===== config.mk =====
export PLATFORM = sky130hd
export DESIGN_NAME = integer_gcd_lcm_unit
export DESIGN_NICKNAME = d
export VERILOG_FILES = /design/src/sv/gcl_pkg.sv /design/src/sv/gcl_datapath.sv /design/src/sv/gcl_ctrl.sv /design/src/sv/integer_gcd_lcm_unit.sv
export SDC_FILE = /design/constraint.sdc
export NUM_CORES = 1
export LEC_CHECK = 0
export BUFFER_PORTS_ARGS = -buffer_cell sky130_fd_sc_hd__buf_2
export CAP_MARGIN = 20
export CORE_UTILIZATION = 55
export DETAILED_ROUTE_END_ITERATION = 10
export GPL_TIMING_DRIVEN = 0
export MAX_ROUTING_LAYER = met4
export PLACE_DENSITY_LB_ADDON = 0.2
export SLEW_MARGIN = 10
export SYNTH_ARGS = -nofsm -noshare
export SYNTH_HDL_FRONTEND = slang
export SYNTH_HIERARCHICAL = 1
export SYNTH_SLANG_ARGS = --single-unit

===== constraint.sdc =====
create_clock -name clk -period 11.24 [get_ports clk]
set_input_delay 0 -clock clk [delete_from_list [all_inputs] [get_ports clk]]
set_output_delay 0 -clock clk [all_outputs]
set_load 0.005 [all_outputs]

===== src/sv/gcl_pkg.sv =====
`default_nettype none
// ----------------------------------------------------------------------------
// gcl_pkg - shared types for the integer GCD / LCM unit
// Controller states and the command / status groups that join the
// controller and the datapath.
// ----------------------------------------------------------------------------
package gcl_pkg;

  // Controller states
  typedef enum logic [2:0] {
    S_IDLE,    // waiting for an input beat
    S_CHECK,   // head of the Euclid loop
    S_REM,     // shift-subtract steps of a % b
    S_SWAP,    // a <= b, b <= remainder
    S_QUO,     // shift-subtract steps of |a| / gcd
    S_MSTART,  // load the shift-add multiplier
    S_MUL,     // shift-add steps of quotient * |b|
    S_FIN      // load the output register
  } state_t;

  // Controller to datapath
  typedef struct packed {
    logic load;       // capture operand magnitudes and op
    logic div_start;  // clear remainder, load dividend, clear step count
    logic div_quo;    // with div_start: |a| / gcd instead of a % b
    logic div_step;   // one restoring divide step
    logic gcd_swap;   // a <= b, b <= remainder
    logic mul_start;  // clear accumulator, load multiplicand, clear count
    logic mul_step;   // one shift-add step
    logic res_load;   // capture the final answer
  } cmd_t;

  // Datapath to controller
  typedef struct packed {
    logic b_zero;     // Euclid loop ends
    logic op_lcm;     // operation of the current item
    logic any_zero;   // either operand magnitude is zero
    logic cnt_last;   // final step of a divide or multiply pass
  } status_t;

endpackage
`default_nettype wire


===== src/sv/gcl_datapath.sv =====
`default_nettype none
// ----------------------------------------------------------------------------
// gcl_datapath - operand registers, shared divider and multiplier
// Holds the Euclid pair, a one-bit-a-step restoring divider used for both
// the remainders and the lcm quotient, and a one-bit-a-step shift-add
// multiplier. Driven entirely by the controller's command group.
// ----------------------------------------------------------------------------
module gcl_datapath #(
  parameter int WIDTH = 64
) (
  input  wire logic             clk,
  input  wire logic             rst_n,
  input  wire gcl_pkg::cmd_t    cmd,
  output gcl_pkg::status_t      status,
  input  wire logic             in_op,
  input  wire logic [63:0]      in_operand_a,
  input  wire logic [63:0]      in_operand_b,
  output logic [63:0]           out_result
);

  localparam int CW = (WIDTH > 1) ? $clog2(WIDTH) : 1;
  localparam logic [CW-1:0] CNT_LAST = CW'(WIDTH - 1);

  logic [WIDTH-1:0] a_r, b_r, ao_r, bo_r;
  logic [WIDTH-1:0] rem_r, quo_r, acc_r, result_r;
  logic [CW-1:0]    cnt_r;
  logic             op_r, zero_r, quo_sel_r;

  logic [WIDTH-1:0] a_in, b_in, mag_a, mag_b;
  logic [WIDTH-1:0] divisor, rem_sh, res_sel;
  logic [WIDTH:0]   diff;
  logic             take;

  // Operand magnitudes, low WIDTH bits only
  assign a_in  = in_operand_a[WIDTH-1:0];
  assign b_in  = in_operand_b[WIDTH-1:0];
  assign mag_a = a_in[WIDTH-1] ? (~a_in + 1'b1) : a_in;
  assign mag_b = b_in[WIDTH-1] ? (~b_in + 1'b1) : b_in;

  // Restoring divide step: shift in next dividend bit, trial subtract
  assign divisor = quo_sel_r ? a_r : b_r;
  assign rem_sh  = {rem_r[WIDTH-2:0], quo_r[WIDTH-1]};
  assign diff    = {1'b0, rem_sh} - {1'b0, divisor};
  assign take    = ~diff[WIDTH];

  // Final answer select
  always_comb begin
    if (!op_r) begin
      res_sel = a_r;
    end else if (zero_r) begin
      res_sel = '0;
    end else begin
      res_sel = acc_r;
    end
  end

  // Datapath registers
  always_ff @(posedge clk) begin
    if (cmd.load) begin
      a_r    <= mag_a;
      b_r    <= mag_b;
      ao_r   <= mag_a;
      bo_r   <= mag_b;
      op_r   <= in_op;
      zero_r <= (mag_a == '0) || (mag_b == '0);
    end
    if (cmd.div_start) begin
      rem_r     <= '0;
      quo_r     <= cmd.div_quo ? ao_r : a_r;
      quo_sel_r <= cmd.div_quo;
    end
    if (cmd.div_step) begin
      rem_r <= take ? diff[WIDTH-1:0] : rem_sh;
      quo_r <= {quo_r[WIDTH-2:0], take};
    end
    if (cmd.gcd_swap) begin
      a_r <= b_r;
      b_r <= rem_r;
    end
    // multiply: quo_r is the multiplier, b_r the multiplicand
    if (cmd.mul_start) begin
      acc_r <= '0;
      b_r   <= bo_r;
    end
    if (cmd.mul_step) begin
      if (quo_r[0]) begin
        acc_r <= acc_r + b_r;
      end
      b_r   <= {b_r[WIDTH-2:0], 1'b0};
      quo_r <= {1'b0, quo_r[WIDTH-1:1]};
    end
    if (cmd.res_load) begin
      result_r <= res_sel;
    end
  end

  // Step counter shared by both passes
  always_ff @(posedge clk) begin
    if (!rst_n) begin
      cnt_r <= '0;
    end else if (cmd.div_start || cmd.mul_start) begin
      cnt_r <= '0;
    end else if (cmd.div_step || cmd.mul_step) begin
      cnt_r <= cnt_r + 1'b1;
    end
  end

  assign status.b_zero   = (b_r == '0);
  assign status.op_lcm   = op_r;
  assign status.any_zero = zero_r;
  assign status.cnt_last = (cnt_r == CNT_LAST);

  // Signed WIDTH-bit answer, sign-extended to the port
  assign out_result = 64'($signed(result_r));

endmodule
`default_nettype wire


===== src/sv/gcl_ctrl.sv =====
`default_nettype none
// ----------------------------------------------------------------------------
// gcl_ctrl - sequencer for the integer GCD / LCM unit
// Steps the Euclid loop, the lcm quotient and the multiply, and owns the
// input stall and output valid of the two channels.
// ----------------------------------------------------------------------------
module gcl_ctrl (
  input  wire logic              clk,
  input  wire logic              rst_n,
  input  wire logic              in_valid,
  output logic                   in_stall,
  output logic                   out_valid,
  input  wire logic              out_stall,
  input  wire gcl_pkg::status_t  status,
  output gcl_pkg::cmd_t          cmd
);

  gcl_pkg::state_t state_r, state_nxt;
  logic            out_valid_r, out_valid_nxt;
  logic            out_free;

  // Output register can take a new beat when empty or being drained
  assign out_free = !out_valid_r || !out_stall;

  // State and output valid registers
  always_ff @(posedge clk) begin
    if (!rst_n) begin
      state_r     <= gcl_pkg::S_IDLE;
      out_valid_r <= 1'b0;
    end else begin
      state_r     <= state_nxt;
      out_valid_r <= out_valid_nxt;
    end
  end

  // Next state and commands
  always_comb begin
    state_nxt     = state_r;
    cmd           = '0;
    in_stall      = 1'b1;
    out_valid_nxt = out_valid_r && out_stall;
    unique case (state_r)
      gcl_pkg::S_IDLE: begin
        in_stall = 1'b0;
        if (in_valid) begin
          cmd.load  = 1'b1;
          state_nxt = gcl_pkg::S_CHECK;
        end
      end
      gcl_pkg::S_CHECK: begin
        if (status.op_lcm && status.any_zero) begin
          state_nxt = gcl_pkg::S_FIN;
        end else if (status.b_zero) begin
          if (status.op_lcm) begin
            cmd.div_start = 1'b1;
            cmd.div_quo   = 1'b1;
            state_nxt     = gcl_pkg::S_QUO;
          end else begin
            state_nxt = gcl_pkg::S_FIN;
          end
        end else begin
          cmd.div_start = 1'b1;
          state_nxt     = gcl_pkg::S_REM;
        end
      end
      gcl_pkg::S_REM: begin
        cmd.div_step = 1'b1;
        if (status.cnt_last) begin
          state_nxt = gcl_pkg::S_SWAP;
        end
      end
      gcl_pkg::S_SWAP: begin
        cmd.gcd_swap = 1'b1;
        state_nxt    = gcl_pkg::S_CHECK;
      end
      gcl_pkg::S_QUO: begin
        cmd.div_step = 1'b1;
        if (status.cnt_last) begin
          state_nxt = gcl_pkg::S_MSTART;
        end
      end
      gcl_pkg::S_MSTART: begin
        cmd.mul_start = 1'b1;
        state_nxt     = gcl_pkg::S_MUL;
      end
      gcl_pkg::S_MUL: begin
        cmd.mul_step = 1'b1;
        if (status.cnt_last) begin
          state_nxt = gcl_pkg::S_FIN;
        end
      end
      gcl_pkg::S_FIN: begin
        if (out_free) begin
          cmd.res_load  = 1'b1;
          out_valid_nxt = 1'b1;
          state_nxt     = gcl_pkg::S_IDLE;
        end
      end
      default: begin
        state_nxt = gcl_pkg::S_IDLE;
      end
    endcase
  end

  assign out_valid = out_valid_r;

  // Checks on the sequencer
  a_accept_to_check: assert property (@(posedge clk) disable iff (!rst_n)
    (in_valid && !in_stall) |=> (state_r == gcl_pkg::S_CHECK))
    else $error("accepted beat did not enter the Euclid loop");

  a_rem_to_swap: assert property (@(posedge clk) disable iff (!rst_n)
    (state_r == gcl_pkg::S_REM && status.cnt_last) |=> (state_r == gcl_pkg::S_SWAP))
    else $error("remainder pass did not end in a swap");

  a_mul_only_lcm: assert property (@(posedge clk) disable iff (!rst_n)
    (state_r == gcl_pkg::S_QUO || state_r == gcl_pkg::S_MUL) |-> status.op_lcm)
    else $error("lcm steps taken for a gcd beat");

  a_fin_delivers: assert property (@(posedge clk) disable iff (!rst_n)
    (state_r == gcl_pkg::S_FIN && out_free)
      |=> (out_valid_r && state_r == gcl_pkg::S_IDLE))
    else $error("finished result not presented");

endmodule
`default_nettype wire


===== src/sv/integer_gcd_lcm_unit.sv =====
`default_nettype none
// Passes: the one-bit-a-cycle restoring divider makes one pass per Euclid
//   remainder, up to 91 at WIDTH = 64; lcm adds a quotient and a multiply
//   pass. Lcm with a zero operand or gcd with b zero skips every pass.
// Throughput: one item at a time; the next beat is taken once the result
//   is in the output register, while that result still waits.
// Reset: rst_n synchronous, active low; clears the sequencer and out_valid.
// ----------------------------------------------------------------------------
// integer_gcd_lcm_unit - integer GCD / LCM of operand magnitudes
// Euclid's remainder loop gives the gcd; lcm is (|a| / gcd) * |b| modulo
// 2^WIDTH, read back as signed WIDTH-bit and sign-extended.
// ----------------------------------------------------------------------------
module integer_gcd_lcm_unit #(
  parameter int WIDTH = 64
) (
  input  wire logic        clk,
  input  wire logic        rst_n,
  input  wire logic        in_valid,
  output logic             in_stall,
  input  wire logic        in_op,
  input  wire logic [63:0] in_operand_a,
  input  wire logic [63:0] in_operand_b,
  output logic             out_valid,
  input  wire logic        out_stall,
  output logic [63:0]      out_result
);

  gcl_pkg::cmd_t    cmd;
  gcl_pkg::status_t status;

  // Sequencer
  gcl_ctrl u_ctrl (
    .clk       (clk),
    .rst_n     (rst_n),
    .in_valid  (in_valid),
    .in_stall  (in_stall),
    .out_valid (out_valid),
    .out_stall (out_stall),
    .status    (status),
    .cmd       (cmd)
  );

  // Operand registers, divider and multiplier
  gcl_datapath #(
    .WIDTH (WIDTH)
  ) u_datapath (
    .clk          (clk),
    .rst_n        (rst_n),
    .cmd          (cmd),
    .status       (status),
    .in_op        (in_op),
    .in_operand_a (in_operand_a),
    .in_operand_b (in_operand_b),
    .out_result   (out_result)
  );

endmodule
`default_nettype wire


==> results.toml <==
[worst_setup_path]
critical_path_buf_inv_count = 5
worstReg2RegStart = "u_datapath/quo_sel_r$_DFFE_PP_"
start_kind = "flop"
cp_data_arrival_time_ns = 7.40
crit_required_ns = 11.70
ff2ff_path_depth = 17
endpoint_kind = "flop"
path_common_cell = "clkbuf_1"
cpPeakStageDelay_ns = 0.77
slowest_stage = "clkbuf_1"
critPathMaxFanout = 10
r2r_setup_slack_ns = 4.30
critPathKind = "flop to flop"
timing.rr.end = "u_datapath/rem_r[54]$_SDFFCE_PN0P_"
cp_top_family = "buffers and inverters"
crit_chain = "clkbuf_1 > buf_1 > mux2i_1 > ha_1 > clkbuf_1 > nand4_1 > nor3_1 > or3b_2 > a211oi_1 > a311oi_1 > a211oi_1 > nand3_1 > a311oi_1 > clkbuf_1 > clkbuf_1 > o21ai_0 > a21oi_1"

[min_path]
worstHoldPathType = "input pin to flop"
min_to = "u_datapath/op_r$_DFFE_PP_"
min_from = "in_op"
hold_depth = 2

[final_layout]
syn_to_final_growth_pct = 17.5
fin_nets = 4245
utilization_pct = 65.4
final_cells = 4869
drive_above_1_share_pct = 11.5

[clock_tree]
cts_setup_buffers = 0
tritoncts = "built"
worstSkewPairLatency_ns = 0.63
htree_levels = 2
clk_root_buffer_cell = "clkbuf_16"
cts_sinks = 525
ctsHoldBuffers = 179
cts_buffer_depth = 3
post_cts_resized = 0
clk_pin_slew_ns = 0.06
cts-buffers-inserted = 58

[timing]
max_slew_margin_pct = 22.9
min_period_over_period_pct = 61.7
slew_viol_final = 0
whs_ns = 0.159
hold_violations = 0
fmax_mhz = 144
rsz0062_at_grt = "no"
fin_skew_ns = 0.0123
setup_violations = 0
worst_slew_pin_slew_ns = 1.16
period_needed_ns = 6.94
fin_ws_ns = 4.30

[synthesis]
synth_area_per_cell_sq_um = 9.72
async_reset_ff_share_pct = 0
synthTopCellsByArea = "edfxtp_1, mux2i_1, o21ai_0"
synth_seq_cells = 525
synth.largest_area_cell = "edfxtp_1"
synth_area_sq_mm = 0.0343
yosysUniqueCellTypes = 83
synth_edf_count = 449
yosysWarnings = 6
ys_top_cells_by_count = "edfxtp_1, nand2_1, o21ai_0, a21oi_1, mux2i_1"
synthFlopType = "edfxtp_1"
synth_top_area_share_pct = 39.3
ys_seq_area_share_pct = 43.7
yosysMostFrequentCell = "edfxtp_1"
synth_fp_nets = 3796
synthCells = 3531

[die]
die_area_sq_mm = 0.0634
die_width_microns = 252
ioPinCount = 199
rows = 91
initial_core_util_pct = 55.6
coreArea_sq_mm = 0.0617
die_h_microns = 252

[global_route]
grt_pass1_wl_mm = 175
overflow = 0
antenna_found_initial = 1
gr-usage-all-layers_pct = 38.4
grt_pass1_vias = 28300
grt_max_degree = 64

[placed_design]
hpwl_mm = 93.0
place_ws_ns = 4.22
place_inst = 4577
place_congestion = 1.01
numPortBuffers = 197

[pwr]
leakagePower_nw = 14.6
power_w = 0.00686
p_per_area_mw_per_mm2 = 170
vdd_drop_max_mv = 0.112

[drt]
antenna_left = 0
totalWireLength_mm = 121
wl_per_cell_microns = 24.8
drt_iter0_markers = 3498
vias_per_cell = 6.30
via_count = 30700
drcViolationCount = 0
drt_first_pass_iters = 7

[run_status]
status = "finished clean"

[job]
drv_cap = 0
## layer usage
layer	vias to the layer above	routed length, microns	GRT usage, %
li1	14100	-	-
met5	-	0	-
met3	297	12900	6.24
met4	0	6150	17.7
met2	1834	51300	55.1
met1	14500	50400	53.2
## cell families (layout without fill, tap and decap cells)
logic type | Yosys count | after routing | share of synthesized area, %
AO/OA/AOI/OAI | 966 | 966 | 16.8
XOR/XNOR | 236 | 236 | 6.02
flip-flops | 525 | 525 | 43.7
AND/OR/NAND/NOR | 1037 | 1037 | 15.4
multiplexers | 319 | 319 | 9.76
other | 0 | 3 | 0
buffers and inverters | 316 | 814 | 3.53
adder cells (fa/ha/maj) | 132 | 132 | 4.85
## worst max path at each step
stage | startpoint | end | slack, ns | depth (start not counted)
after global placement | u_ctrl/state_r[0]$_SDFFE_PN0P_ | u_datapath/b_r[10]$_DFFE_PP_ | -2.27 | 5
final | u_datapath/quo_sel_r$_DFFE_PP_ | u_datapath/rem_r[54]$_SDFFCE_PN0P_ | 4.30 | 17
after global routing | u_datapath/quo_sel_r$_DFFE_PP_ | u_datapath/rem_r[40]$_SDFFCE_PN0P_ | 4.11 | 17
after detailed placement | u_datapath/quo_sel_r$_DFFE_PP_ | u_datapath/rem_r[54]$_SDFFCE_PN0P_ | 4.22 | 16
after CTS | u_datapath/quo_sel_r$_DFFE_PP_ | u_datapath/rem_r[54]$_SDFFCE_PN0P_ | 4.18 | 16
after floorplan | u_ctrl/state_r[0]$_SDFFE_PN0P_ | u_datapath/b_r[10]$_DFFE_PP_ | 1.52 | 5
## state kept, by name, indices dropped and copies added, names as in the netlist
register	cells
u_datapath/a_r	64
u_datapath/acc_r	64
u_datapath/ao_r	64
u_datapath/b_r	64
u_datapath/bo_r	64
u_datapath/out_result	64
u_datapath/quo_r	64
u_datapath/rem_r	64
u_datapath/cnt_r	6
u_ctrl/state_r	3
u_ctrl/out_valid	1
u_datapath/op_r	1
u_datapath/quo_sel_r	1
u_datapath/zero_r	1
## placed cells by master (no fill, tap or decap), types with 25 or more instances in the layout
master / instances
edfxtp_1: 449
nand2_1: 377
o21ai_0: 376
a21oi_1: 266
buf_2: 201
mux2i_1: 192
nor2_1: 185
clkbuf_1: 183
dlygate4sd3_1: 179
xnor2_1: 178
ha_1: 130
mux2_2: 127
nand3b_1: 123
inv_1: 101
dfxtp_1: 76
a21o_1: 75
clkbuf_16: 61
xor2_1: 58
o31ai_1: 50
nor4_1: 46
nand4_1: 46
nand3_1: 43
nor3_1: 34
buf_1: 33
or4_1: 31
a211oi_1: 31
and3_1: 29
or3_1: 28
a31oi_1: 25
## where the power goes
group | switching (W) | leakage, nW | internal, W | total (W)
clock network | 0.000800 | 0.914 | 0.00112 | 0.00192
logic | 0.00136 | 8.81 | 0.000814 | 0.00218
registers | 0.000292 | 4.88 | 0.00247 | 0.00276
## through the flow
stage | setup TNS [ns] | instance area (sq um)
after global placement | -151.16 | 36400
after detailed placement | 0 | 36600
after CTS | 0 | 40300
after floorplan | 0 | 34300
final | 0 | 40300
after global routing | 0 | 40300
## cell type report
type                            count  area [sq um]
Inverter                          104           390
Sequential cell                   525         15000
Multi-Input combinational cell   2690         18200
Buffer                            212           822
Clock buffer                       73          1570
Timing Repair Buffer              389          3010
Antenna cell                        3          7.51
Tap cell                          837          1050
Clock inverter                     36           328
Fill cell                        5092         21400
(Power assumes the default switching activity.)
